### src/hdl/tbs_pkg.sv
// Shared constants, register codes and item types of the token bucket shaper.
package tbs_pkg;

  // Default fixed point format and time counter width.
  localparam int FRAC_BITS  = 16;
  localparam int TIME_WIDTH = 48;

  // Field widths of the configuration registers and the items.
  localparam int BUCKET_W   = 24;
  localparam int RATE_W     = 32;
  localparam int NOW_W      = 48;
  localparam int PKT_W      = 17;
  localparam int WAIT_W     = 32;
  localparam int CFG_IDX_W  = 1;
  localparam int CFG_DATA_W = 32;

  // The refill product is built from this many elapsed-time bits per cycle.
  localparam int MUL_CHUNK = 16;

  // Default step counts of the multiplier and divider sequences.
  localparam int MUL_STEPS = (BUCKET_W + FRAC_BITS + MUL_CHUNK - 1) / MUL_CHUNK;
  localparam int DIV_STEPS = PKT_W + FRAC_BITS;

  // Reset values and saturation limit.
  localparam logic [BUCKET_W-1:0] BUCKET_RESET = 24'd16384;
  localparam logic [RATE_W-1:0]   RATE_RESET   = 32'd65536;
  localparam logic [WAIT_W-1:0]   WAIT_MAX     = '1;

  // Configuration register indexes.
  localparam logic [CFG_IDX_W-1:0] REG_BUCKET_SIZE = 1'd0;
  localparam logic [CFG_IDX_W-1:0] REG_TOKEN_RATE  = 1'd1;

  // One send attempt.
  typedef struct packed {
    logic [NOW_W-1:0] now_ticks;
    logic [PKT_W-1:0] packet_bits;
  } in_t;

  // One shaping decision.
  typedef struct packed {
    logic                conform;
    logic [WAIT_W-1:0]   wait_ticks;
    logic [BUCKET_W-1:0] tokens_left;
  } out_t;

  // Commands from the controller to the datapath.
  typedef struct packed {
    logic load;
    logic mul_step;
    logic refill;
    logic decide;
    logic div_step;
    logic out_load;
  } cmd_t;

  // Status from the datapath to the controller.
  typedef struct packed {
    logic fits;
    logic rate_zero;
  } status_t;

endpackage

### src/hdl/tbs_ctrl.sv
// Sequencing state machine of the token bucket shaper.
module tbs_ctrl #(
  parameter int MUL_STEPS = tbs_pkg::MUL_STEPS,
  parameter int DIV_STEPS = tbs_pkg::DIV_STEPS
) (
  input  logic              clk_i,
  input  logic              rst_ni,
  input  logic              in_valid_i,
  input  logic              out_free_i,
  input  tbs_pkg::status_t  status_i,
  output tbs_pkg::cmd_t     cmd_o,
  output logic              busy_o
);

  localparam int CNT_W = $clog2(DIV_STEPS);

  localparam logic [2:0] ST_IDLE   = 3'd0;
  localparam logic [2:0] ST_MUL    = 3'd1;
  localparam logic [2:0] ST_REFILL = 3'd2;
  localparam logic [2:0] ST_DECIDE = 3'd3;
  localparam logic [2:0] ST_DIV    = 3'd4;
  localparam logic [2:0] ST_FINISH = 3'd5;

  logic [2:0]       state_q, state_d;
  logic [CNT_W-1:0] cnt_q, cnt_d;

  // Next state, step counter and datapath commands.
  always_comb begin
    state_d = state_q;
    cnt_d   = cnt_q;
    cmd_o   = '0;
    case (state_q)
      ST_IDLE: begin
        if (in_valid_i) begin
          cmd_o.load = 1'b1;
          cnt_d      = '0;
          state_d    = ST_MUL;
        end
      end
      ST_MUL: begin
        cmd_o.mul_step = 1'b1;
        if (cnt_q == CNT_W'(MUL_STEPS - 1)) begin
          cnt_d   = '0;
          state_d = ST_REFILL;
        end else begin
          cnt_d = cnt_q + 1'b1;
        end
      end
      ST_REFILL: begin
        cmd_o.refill = 1'b1;
        state_d      = ST_DECIDE;
      end
      ST_DECIDE: begin
        cmd_o.decide = 1'b1;
        cnt_d        = '0;
        if (status_i.fits || status_i.rate_zero) begin
          state_d = ST_FINISH;
        end else begin
          state_d = ST_DIV;
        end
      end
      ST_DIV: begin
        cmd_o.div_step = 1'b1;
        if (cnt_q == CNT_W'(DIV_STEPS - 1)) begin
          state_d = ST_FINISH;
        end else begin
          cnt_d = cnt_q + 1'b1;
        end
      end
      ST_FINISH: begin
        if (out_free_i) begin
          cmd_o.out_load = 1'b1;
          state_d        = ST_IDLE;
        end
      end
      default: begin
        state_d = ST_IDLE;
      end
    endcase
  end

  assign busy_o = (state_q != ST_IDLE);

  // State registers.
  always_ff @(posedge clk_i or negedge rst_ni) begin
    if (!rst_ni) begin
      state_q <= ST_IDLE;
      cnt_q   <= '0;
    end else begin
      state_q <= state_d;
      cnt_q   <= cnt_d;
    end
  end

endmodule

### src/hdl/tbs_datapath.sv
// Token level, refill multiplier and retry-delay divider of the shaper.
module tbs_datapath #(
  parameter int FRAC_BITS  = tbs_pkg::FRAC_BITS,
  parameter int TIME_WIDTH = tbs_pkg::TIME_WIDTH
) (
  input  logic                           clk_i,
  input  logic                           rst_ni,
  input  tbs_pkg::cmd_t                  cmd_i,
  input  tbs_pkg::in_t                   in_i,
  input  logic [tbs_pkg::BUCKET_W-1:0]   bucket_i,
  input  logic [tbs_pkg::RATE_W-1:0]     rate_i,
  output tbs_pkg::status_t               status_o,
  output tbs_pkg::out_t                  res_o
);

  localparam int LEVEL_W   = tbs_pkg::BUCKET_W + FRAC_BITS;
  localparam int CHUNK     = tbs_pkg::MUL_CHUNK;
  localparam int MUL_STEPS = (LEVEL_W + CHUNK - 1) / CHUNK;
  localparam int EL_W      = MUL_STEPS * CHUNK;
  localparam int RATE_W    = tbs_pkg::RATE_W;
  localparam int ACC_W     = LEVEL_W + RATE_W;
  localparam int NUM_W     = tbs_pkg::PKT_W + FRAC_BITS;
  localparam int WAIT_W    = tbs_pkg::WAIT_W;

  // Bucket state.
  logic [LEVEL_W-1:0]    level_q, level_d;
  logic [TIME_WIDTH-1:0] last_q, last_d;

  // Per-item working registers.
  logic [EL_W-1:0]             el_q, el_d;
  logic                        sat_q, sat_d;
  logic [ACC_W-1:0]            acc_q, acc_d;
  logic [tbs_pkg::PKT_W-1:0]   pkt_q, pkt_d;
  logic                        conform_q, conform_d;
  logic [NUM_W-1:0]            nq_q, nq_d;
  logic [RATE_W-1:0]           rem_q, rem_d;

  logic [63:0]             now_wide;
  logic [TIME_WIDTH-1:0]   now_tw;
  logic [TIME_WIDTH-1:0]   elapsed;
  logic [63:0]             el_wide;
  logic                    el_hi;
  logic [CHUNK+RATE_W-1:0] pp;
  logic [LEVEL_W-1:0]      cap;
  logic [ACC_W:0]          sum;
  logic [NUM_W-1:0]        need;
  logic                    fits;
  logic                    rate_zero;
  logic [RATE_W:0]         rem_sh;
  logic [RATE_W:0]         rem_sub;
  logic                    rem_ge;
  logic [63:0]             q_wide;
  logic                    q_sat;

  // Elapsed time wraps like the time counter; a gap beyond the level width
  // always saturates a nonzero rate.
  assign now_wide  = 64'(in_i.now_ticks);
  assign now_tw    = now_wide[TIME_WIDTH-1:0];
  assign elapsed   = now_tw - last_q;
  assign el_wide   = 64'(elapsed);
  assign el_hi     = (el_wide >> LEVEL_W) != 64'd0;
  assign rate_zero = (rate_i == '0);

  // Refill product, most significant chunk of elapsed time first.
  assign pp  = el_q[EL_W-1 -: CHUNK] * rate_i;
  assign cap = {bucket_i, {FRAC_BITS{1'b0}}};
  assign sum = (ACC_W+1)'(level_q) + (ACC_W+1)'(acc_q);

  // Conformance test against the packet length in fixed point.
  assign need = {pkt_q, {FRAC_BITS{1'b0}}};
  assign fits = (level_q >= LEVEL_W'(need));

  // One restoring division step per cycle.
  assign rem_sh  = {rem_q, nq_q[NUM_W-1]};
  assign rem_ge  = (rem_sh >= {1'b0, rate_i});
  assign rem_sub = rem_sh - {1'b0, rate_i};

  always_comb begin
    level_d   = level_q;
    last_d    = last_q;
    el_d      = el_q;
    sat_d     = sat_q;
    acc_d     = acc_q;
    pkt_d     = pkt_q;
    conform_d = conform_q;
    nq_d      = nq_q;
    rem_d     = rem_q;
    if (cmd_i.load) begin
      last_d = now_tw;
      el_d   = EL_W'(el_wide[LEVEL_W-1:0]);
      sat_d  = el_hi && !rate_zero;
      acc_d  = '0;
      pkt_d  = in_i.packet_bits;
    end
    if (cmd_i.mul_step) begin
      acc_d = (acc_q << CHUNK) + ACC_W'(pp);
      el_d  = el_q << CHUNK;
    end
    if (cmd_i.refill) begin
      if (sat_q || (sum > (ACC_W+1)'(cap))) begin
        level_d = cap;
      end else begin
        level_d = sum[LEVEL_W-1:0];
      end
    end
    if (cmd_i.decide) begin
      conform_d = fits;
      nq_d      = need;
      rem_d     = '0;
      if (fits) begin
        level_d = level_q - LEVEL_W'(need);
      end
    end
    if (cmd_i.div_step) begin
      nq_d  = {nq_q[NUM_W-2:0], rem_ge};
      rem_d = rem_ge ? rem_sub[RATE_W-1:0] : rem_sh[RATE_W-1:0];
    end
  end

  // Bucket state starts full at the reset capacity.
  always_ff @(posedge clk_i or negedge rst_ni) begin
    if (!rst_ni) begin
      level_q <= LEVEL_W'(tbs_pkg::BUCKET_RESET) << FRAC_BITS;
      last_q  <= '0;
    end else begin
      level_q <= level_d;
      last_q  <= last_d;
    end
  end

  // Working registers carry payload only.
  always_ff @(posedge clk_i) begin
    el_q      <= el_d;
    sat_q     <= sat_d;
    acc_q     <= acc_d;
    pkt_q     <= pkt_d;
    conform_q <= conform_d;
    nq_q      <= nq_d;
    rem_q     <= rem_d;
  end

  // Result: the quotient saturates, and a zero rate means an endless wait.
  assign q_wide = 64'(nq_q);
  assign q_sat  = rate_zero || (q_wide[63:WAIT_W] != '0);

  always_comb begin
    res_o.conform     = conform_q;
    res_o.tokens_left = level_q[LEVEL_W-1:FRAC_BITS];
    if (conform_q) begin
      res_o.wait_ticks = '0;
    end else if (q_sat) begin
      res_o.wait_ticks = tbs_pkg::WAIT_MAX;
    end else begin
      res_o.wait_ticks = q_wide[WAIT_W-1:0];
    end
  end

  assign status_o.fits      = fits;
  assign status_o.rate_zero = rate_zero;

endmodule

### src/hdl/token_bucket_shaper_unit.sv
// An accepted item runs through the refill multiply, the refill and the conformance decision;
// a refused packet at a nonzero rate then goes through the restoring divider, which retires
// one quotient bit per cycle, before its result enters the output register.
// The shaper takes one item at a time; the next is taken once
// the result enters the output register, which holds it while the consumer stalls. Reset
// empties the pipeline, loads the register reset values and fills the bucket at time zero.
module token_bucket_shaper_unit #(
  parameter int FRAC_BITS  = tbs_pkg::FRAC_BITS,
  parameter int TIME_WIDTH = tbs_pkg::TIME_WIDTH
) (
  input  logic                             clk_i,
  input  logic                             rst_ni,
  input  logic                             in_valid_i,
  output logic                             in_stall_o,
  input  tbs_pkg::in_t                     in_i,
  output logic                             out_valid_o,
  input  logic                             out_stall_i,
  output tbs_pkg::out_t                    out_o,
  input  logic                             cfg_valid_i,
  output logic                             cfg_ready_o,
  input  logic [tbs_pkg::CFG_IDX_W-1:0]    cfg_index_i,
  input  logic [tbs_pkg::CFG_DATA_W-1:0]   cfg_data_i
);

  localparam int LEVEL_W   = tbs_pkg::BUCKET_W + FRAC_BITS;
  localparam int MUL_STEPS = (LEVEL_W + tbs_pkg::MUL_CHUNK - 1) / tbs_pkg::MUL_CHUNK;
  localparam int DIV_STEPS = tbs_pkg::PKT_W + FRAC_BITS;

  logic [tbs_pkg::BUCKET_W-1:0] bucket_q, bucket_d;
  logic [tbs_pkg::RATE_W-1:0]   rate_q, rate_d;
  logic                         out_valid_q, out_valid_d;
  tbs_pkg::out_t                out_q;
  tbs_pkg::out_t                res;
  tbs_pkg::cmd_t                cmd;
  tbs_pkg::status_t             status;
  logic                         busy;
  logic                         out_free;

  // Configuration registers take a write in any cycle.
  assign cfg_ready_o = 1'b1;

  always_comb begin
    bucket_d = bucket_q;
    rate_d   = rate_q;
    if (cfg_valid_i && cfg_ready_o) begin
      case (cfg_index_i)
        tbs_pkg::REG_BUCKET_SIZE: bucket_d = cfg_data_i[tbs_pkg::BUCKET_W-1:0];
        tbs_pkg::REG_TOKEN_RATE:  rate_d   = cfg_data_i[tbs_pkg::RATE_W-1:0];
        default: begin
          bucket_d = bucket_q;
        end
      endcase
    end
  end

  always_ff @(posedge clk_i or negedge rst_ni) begin
    if (!rst_ni) begin
      bucket_q <= tbs_pkg::BUCKET_RESET;
      rate_q   <= tbs_pkg::RATE_RESET;
    end else begin
      bucket_q <= bucket_d;
      rate_q   <= rate_d;
    end
  end

  // The output register is free when empty or being taken this cycle.
  assign out_free = !out_valid_q || !out_stall_i;

  tbs_ctrl #(
    .MUL_STEPS (MUL_STEPS),
    .DIV_STEPS (DIV_STEPS)
  ) u_ctrl (
    .clk_i      (clk_i),
    .rst_ni     (rst_ni),
    .in_valid_i (in_valid_i),
    .out_free_i (out_free),
    .status_i   (status),
    .cmd_o      (cmd),
    .busy_o     (busy)
  );

  tbs_datapath #(
    .FRAC_BITS  (FRAC_BITS),
    .TIME_WIDTH (TIME_WIDTH)
  ) u_datapath (
    .clk_i    (clk_i),
    .rst_ni   (rst_ni),
    .cmd_i    (cmd),
    .in_i     (in_i),
    .bucket_i (bucket_q),
    .rate_i   (rate_q),
    .status_o (status),
    .res_o    (res)
  );

  assign in_stall_o = busy;

  // Output register holding the finished item.
  always_comb begin
    out_valid_d = out_valid_q;
    if (cmd.out_load) begin
      out_valid_d = 1'b1;
    end else if (!out_stall_i) begin
      out_valid_d = 1'b0;
    end
  end

  always_ff @(posedge clk_i or negedge rst_ni) begin
    if (!rst_ni) begin
      out_valid_q <= 1'b0;
    end else begin
      out_valid_q <= out_valid_d;
    end
  end

  always_ff @(posedge clk_i) begin
    if (cmd.out_load) begin
      out_q <= res;
    end
  end

  assign out_valid_o = out_valid_q;
  assign out_o       = out_q;

  // An accepted item keeps the input closed on the following cycle.
  a_busy_after_accept: assert property (@(posedge clk_i) disable iff (!rst_ni)
    (in_valid_i && !in_stall_o) |=> in_stall_o)
    else $error("input accepted while an item is in progress");

  // A conforming item never reports a retry delay.
  a_conform_no_wait: assert property (@(posedge clk_i) disable iff (!rst_ni)
    (out_valid_o && out_o.conform) |-> (out_o.wait_ticks == '0))
    else $error("conforming item carries a nonzero wait");

  // Tokens left never exceed the bucket capacity.
  a_level_capped: assert property (@(posedge clk_i) disable iff (!rst_ni)
    out_valid_o |-> (out_o.tokens_left <= bucket_q))
    else $error("tokens left exceed bucket size");

  // With a zero rate a refused packet waits forever.
  a_zero_rate_wait: assert property (@(posedge clk_i) disable iff (!rst_ni)
    (out_valid_o && !out_o.conform && (rate_q == '0))
      |-> (out_o.wait_ticks == tbs_pkg::WAIT_MAX))
    else $error("zero rate without saturated wait");

endmodule

### config.mk
export PLATFORM = sky130hd
export DESIGN_NAME = token_bucket_shaper_unit
export DESIGN_NICKNAME = d
export VERILOG_FILES = /design/src/hdl/tbs_pkg.sv /design/src/hdl/tbs_ctrl.sv /design/src/hdl/tbs_datapath.sv /design/src/hdl/token_bucket_shaper_unit.sv
export SDC_FILE = /design/constraint.sdc
export NUM_CORES = 2
export LEC_CHECK = 0
export BUFFER_PORTS_ARGS = -buffer_cell sky130_fd_sc_hd__buf_2
export CAP_MARGIN = 10
export CELL_PAD_IN_SITES_DETAIL_PLACEMENT = 0
export CELL_PAD_IN_SITES_GLOBAL_PLACEMENT = 2
export CORE_UTILIZATION = 41
export DETAILED_ROUTE_END_ITERATION = 10
export PLACE_DENSITY = 0.83
export SYNTH_ARGS = -nofsm -noshare
export SYNTH_HDL_FRONTEND = slang
export SYNTH_HIERARCHICAL = 1
export SYNTH_SLANG_ARGS = --single-unit
### constraint.sdc
create_clock -name clk_i -period 11.1 [get_ports clk_i]
set_clock_uncertainty 0.05 [all_clocks]
set_input_delay 0.555 -clock clk_i [delete_from_list [all_inputs] [get_ports clk_i]]
set_output_delay 0.555 -clock clk_i [all_outputs]
set_load 0.02 [all_outputs]
==> impl_metrics.sql <==
INSERT INTO impl_metrics (metric_group, metric, value, unit) VALUES
('sta', 'final.setup.tns', '0', 'ns'),
('grt', 'grt_pass1_vias', '35000', ''),
('sta', 'timing_worst_slew_pin_value', '1.21', 'ns'),
('clock_tree', 'cts.hold.buffers_added', '12', ''),
('worst_setup_path', 'endpoint_kind', 'flip-flop', ''),
('synthesis', 'synth_top_flop_cell', 'edfxtp_1', ''),
('die', 'core.rowCount', '120', ''),
('layout', 'antenna_cells', '0', ''),
('sta', 'maxClockFrequency', '114', 'MHz'),
('synthesis', 'syn-instance-count', '4912', ''),
('layout', 'fin_nets', '5793', ''),
('worst_setup_path', 'crit_path_required_time', '11.53', 'ns'),
('clock_tree', 'clock_tree.root_cell', 'clkbuf_16', ''),
('sta', 'finalWorstPathRequiredPeriod', '8.76', 'ns'),
('synthesis', 'seq_area_frac_synth', '25.9', '%'),
('worst_setup_path', 'worst_path_largest_cell_delay', '0.88', 'ns'),
('clock_tree', 'cts_tree', 'yes', ''),
('placed_design', 'port_buffers', '161', ''),
('worst_setup_path', 'path_common_cell', 'fa_1', ''),
('sta', 'grt_setup_unrepaired', 'false', ''),
('synthesis', 'synth.distinct_cells', '96', ''),
('sta', 'report.final.hold_viol_count', '0', ''),
('job', 'timing.max_cap.violations', '0', ''),
('die', 'floorplan.core_area', '0.107', 'sq mm'),
('layout', 'finalNonFillerCells', '6383', ''),
('synthesis', 'post_synth.cell_area_avg', '9.06', 'sq um'),
('sta', 'post-route-worst-setup-slack', '2.34', 'ns'),
('sta', 'final_min_period_over_clock_period', '78.9', '%'),
('grt', 'wire_length_of_the_first_global_routing_pass', '220', 'mm'),
('sta', 'relSlewSlack', '17.2', '%'),
('layout', 'top_library_cells_by_usage_in_the_layout_fill_and_taps_aside', 'inv_1 (753), nand2_1 (597), fa_1 (454)', ''),
('placed_design', 'place.gp.congestion', '0.943', ''),
('clock_tree', 'cts_resized', '0', ''),
('clock_tree', 'cts_made_buffers', '53', ''),
('clock_tree', 'worst_skew_pair.late_latency', '0.66', 'ns'),
('die', 'fp.dieW', '331', 'microns'),
('placed_design', 'dp.final_hpwl', '111', 'mm'),
('placed_design', 'dp.cells', '6271', ''),
('routing', 'firstDrtPassIters', '6', ''),
('worst_setup_path', 'worst-endpoint-arrival', '9.18', 'ns'),
('clock_tree', 'clkTransAtPathRegs', '0.06', 'ns'),
('sta', 'maxSlewViolCount', '0', ''),
('synthesis', 'synth_edf_count', '245', ''),
('layout', 'fillerInstances', '10500', ''),
('worst_setup_path', 'timing.critical_path.cells', 'buf_4 -> nand2_1 -> fa_1 -> fa_1 -> inv_1 -> fa_1 -> fa_1 -> fa_1 -> inv_1 -> fa_1 -> inv_1 -> ha_1 -> a21o_1 -> a21o_1 -> a31oi_1 -> o21ai_0 -> a21oi_1 -> nor3_1 -> o31ai_1 -> o311a_1 -> a2111oi_1 -> clkbuf_2 -> a21o_1 -> a21oi_1', ''),
('run_status', 'run_status', 'complete, no violations', ''),
('clock_tree', 'cts_num_sinks', '415', ''),
('clock_tree', 'cts_buffer_depth', '3', ''),
('placed_design', 'dp_worst_setup_slack', '2.01', 'ns'),
('die', 'boundaryPins', '163', ''),
('grt', 'grt_antenna_before_repair', '2', ''),
('synthesis', 'synth.ff_latch_count', '415', ''),
('clock_tree', 'cts_setup_buffers', '0', ''),
('routing', 'via_count', '34900', ''),
('layout', 'signed_area_change_from_the_synthesized_netlist_to_the_final_layout', '8.69', '%'),
('routing', 'drt_iter0_drc', '3153', ''),
('grt', 'track_usage', '26.0', '%'),
('worst_setup_path', 'path_buf_inv', '5', ''),
('worst_setup_path', 'path_delay_family', 'adder cells', ''),
('routing', 'ant_nets', '0', ''),
('grt', 'grt_max_degree', '130', ''),
('worst_setup_path', 'crit_slowest_cell', 'edfxtp_1', ''),
('synthesis', 'synth-warning-count', '6', ''),
('routing', 'drt-vias-per-instance', '5.47', ''),
('worst_setup_path', 'path_max_fanout', '18', ''),
('grt', 'globalRouteOverflowTotal', '0', ''),
('layout', 'layout.cells.most_common', 'inv_1', ''),
('worst_setup_path', 'criticalPathCategory', 'flip-flop to flip-flop', ''),
('worst_setup_path', 'critical_path.startpoint_type', 'flip-flop', ''),
('clock_tree', 'cts_max_level', '2', ''),
('layout', 'layout-drive-gt1-share', '8.47', '%'),
('synthesis', 'ys_async_sr_fraction', '37.1', '%'),
('die', 'initial_utilization', '41.4', '%'),
('die', 'dieArea', '0.110', 'sq mm'),
('synthesis', 'cell_area_synth', '0.0445', 'sq mm'),
('die', 'die_height', '331', 'microns'),
('synthesis', 'syn_nets', '5768', ''),
('hold_path', 'hold_path_class', 'input port to flip-flop', ''),
('sta', 'finalSetupViolCount', '0', ''),
('routing', 'drt-wirelength-per-cell', '22.2', 'microns'),
('routing', 'drc', '0', ''),
('routing', 'drt-total-wl', '142', 'mm');
[worst paths after layout]
| check | slack (ns) | to | from | cells after the start |
|---|---|---|---|---|
| worst max-delay path | 2.34 | u_datapath/acc_q[71] | u_datapath/el_q[46] | 24 |
| worst min register to register | 0.43 | u_datapath/el_q[0] | u_datapath/el_q[0] | 2 |
| max in group asynchronous | 9.21 | rate_q[3] | rst_ni | 3 |
| min in group asynchronous | 0.42 | u_datapath/level_q[34] | rst_ni | 2 |
| worst max register to register | 2.34 | u_datapath/acc_q[71] | u_datapath/el_q[46] | 24 |
| worst min-delay path | 0.04 | u_datapath/pkt_q[0] | in_i[0] | 1 |
[cells in the mapped netlist (all sizes together) (51+ instances only)]
library cell / n / share of area, %
inv: 753 / 6.4
nand2: 599 / 5.1
fa: 454 / 20
ha: 299 / 8.4
nor2: 287 / 2.4
edfxtp: 245 / 17
and2: 225 / 3.2
a21oi: 220 / 2.5
o21ai: 217 / 2.4
clkbuf: 207 / 1.7
dfrtp: 151 / 8.5
xnor2: 113 / 2.2
a21o: 111 / 1.9
nand3: 91 / 1.0
nand4: 74 / 1.0
mux2: 64 / 1.8
xor2: 56 / 1.1
buf: 54 / 0.86
nor3: 51 / 0.60
[kinds of logic after synthesis]
group	count (synthesis)	share of synthesized area (%)
mux	111	2.85
other cells	1	0.00843
fa+ha+maj	753	28.8
simple gates	1533	16.5
buf+inv	1015	8.97
xor+xnor	169	3.34
compound gates	915	13.6
flops	415	25.9
[worst reg2reg max path, stage by stage (launching register included)]
cell and delay (ns):
edfxtp_1 0.88, buf_4 0.33, nand2_1 0.09, fa_1 0.52
fa_1 0.54, inv_1 0.05, fa_1 0.52, fa_1 0.52
fa_1 0.55, inv_1 0.06, fa_1 0.63, inv_1 0.06
ha_1 0.39, a21o_1 0.24, a21o_1 0.19, a31oi_1 0.20
o21ai_0 0.27, a21oi_1 0.48, nor3_1 0.11, o31ai_1 0.65
o311a_1 0.51, a2111oi_1 0.20, clkbuf_2 0.23, a21o_1 0.19
a21oi_1 0.11
[registers in the layout (all words and copies together) (netlist names)]
name / cells
bucket_q: 24
out_o: 57
out_valid_o: 1
rate_q: 32
u_ctrl/cnt_q: 6
u_ctrl/state_q: 3
u_datapath/acc_q: 72
u_datapath/conform_q: 1
u_datapath/el_q: 48
u_datapath/last_q: 48
u_datapath/level_q: 40
u_datapath/nq_q: 33
u_datapath/pkt_q: 17
u_datapath/rem_q: 32
u_datapath/sat_q: 1
[routing by layer]
layer	wire length (microns)	global-route usage, %
met5	13	0
met4	3930	7.16
met3	9940	4.75
met2	61500	39.0
met1	66100	38.2
[cell type report]
| cell class | instances | area [sq um] | share of cell area (%) |
|---|---|---|---|
| timing repair buffer | 231 | 1400 | 2.89 |
| multi-input combinational | 3482 | 29000 | 60.0 |
| clock buffer | 63 | 1380 | 2.86 |
| clock inverter | 35 | 418 | 0.864 |
| inverter | 754 | 2830 | 5.85 |
| sequential | 415 | 11500 | 23.9 |
| tap | 1403 | 1760 | 3.63 |
[through the flow]
step           cell area [sq um]  util (%)  hold slack [ns]
6_report                   48400      45.0           0.0378
5_1_grt                    48400      45.0           0.0204
4_1_cts                    48300      45.0          0.00341
3_5_place_dp               46400      43.2            0.427
3_3_place_gp               46400      43.2            0.421
2_1_floorplan              44500         -            0.209
Power is not shown: default switching activity piles up to over one toggle a cycle in this logic, so the estimate is an artifact.
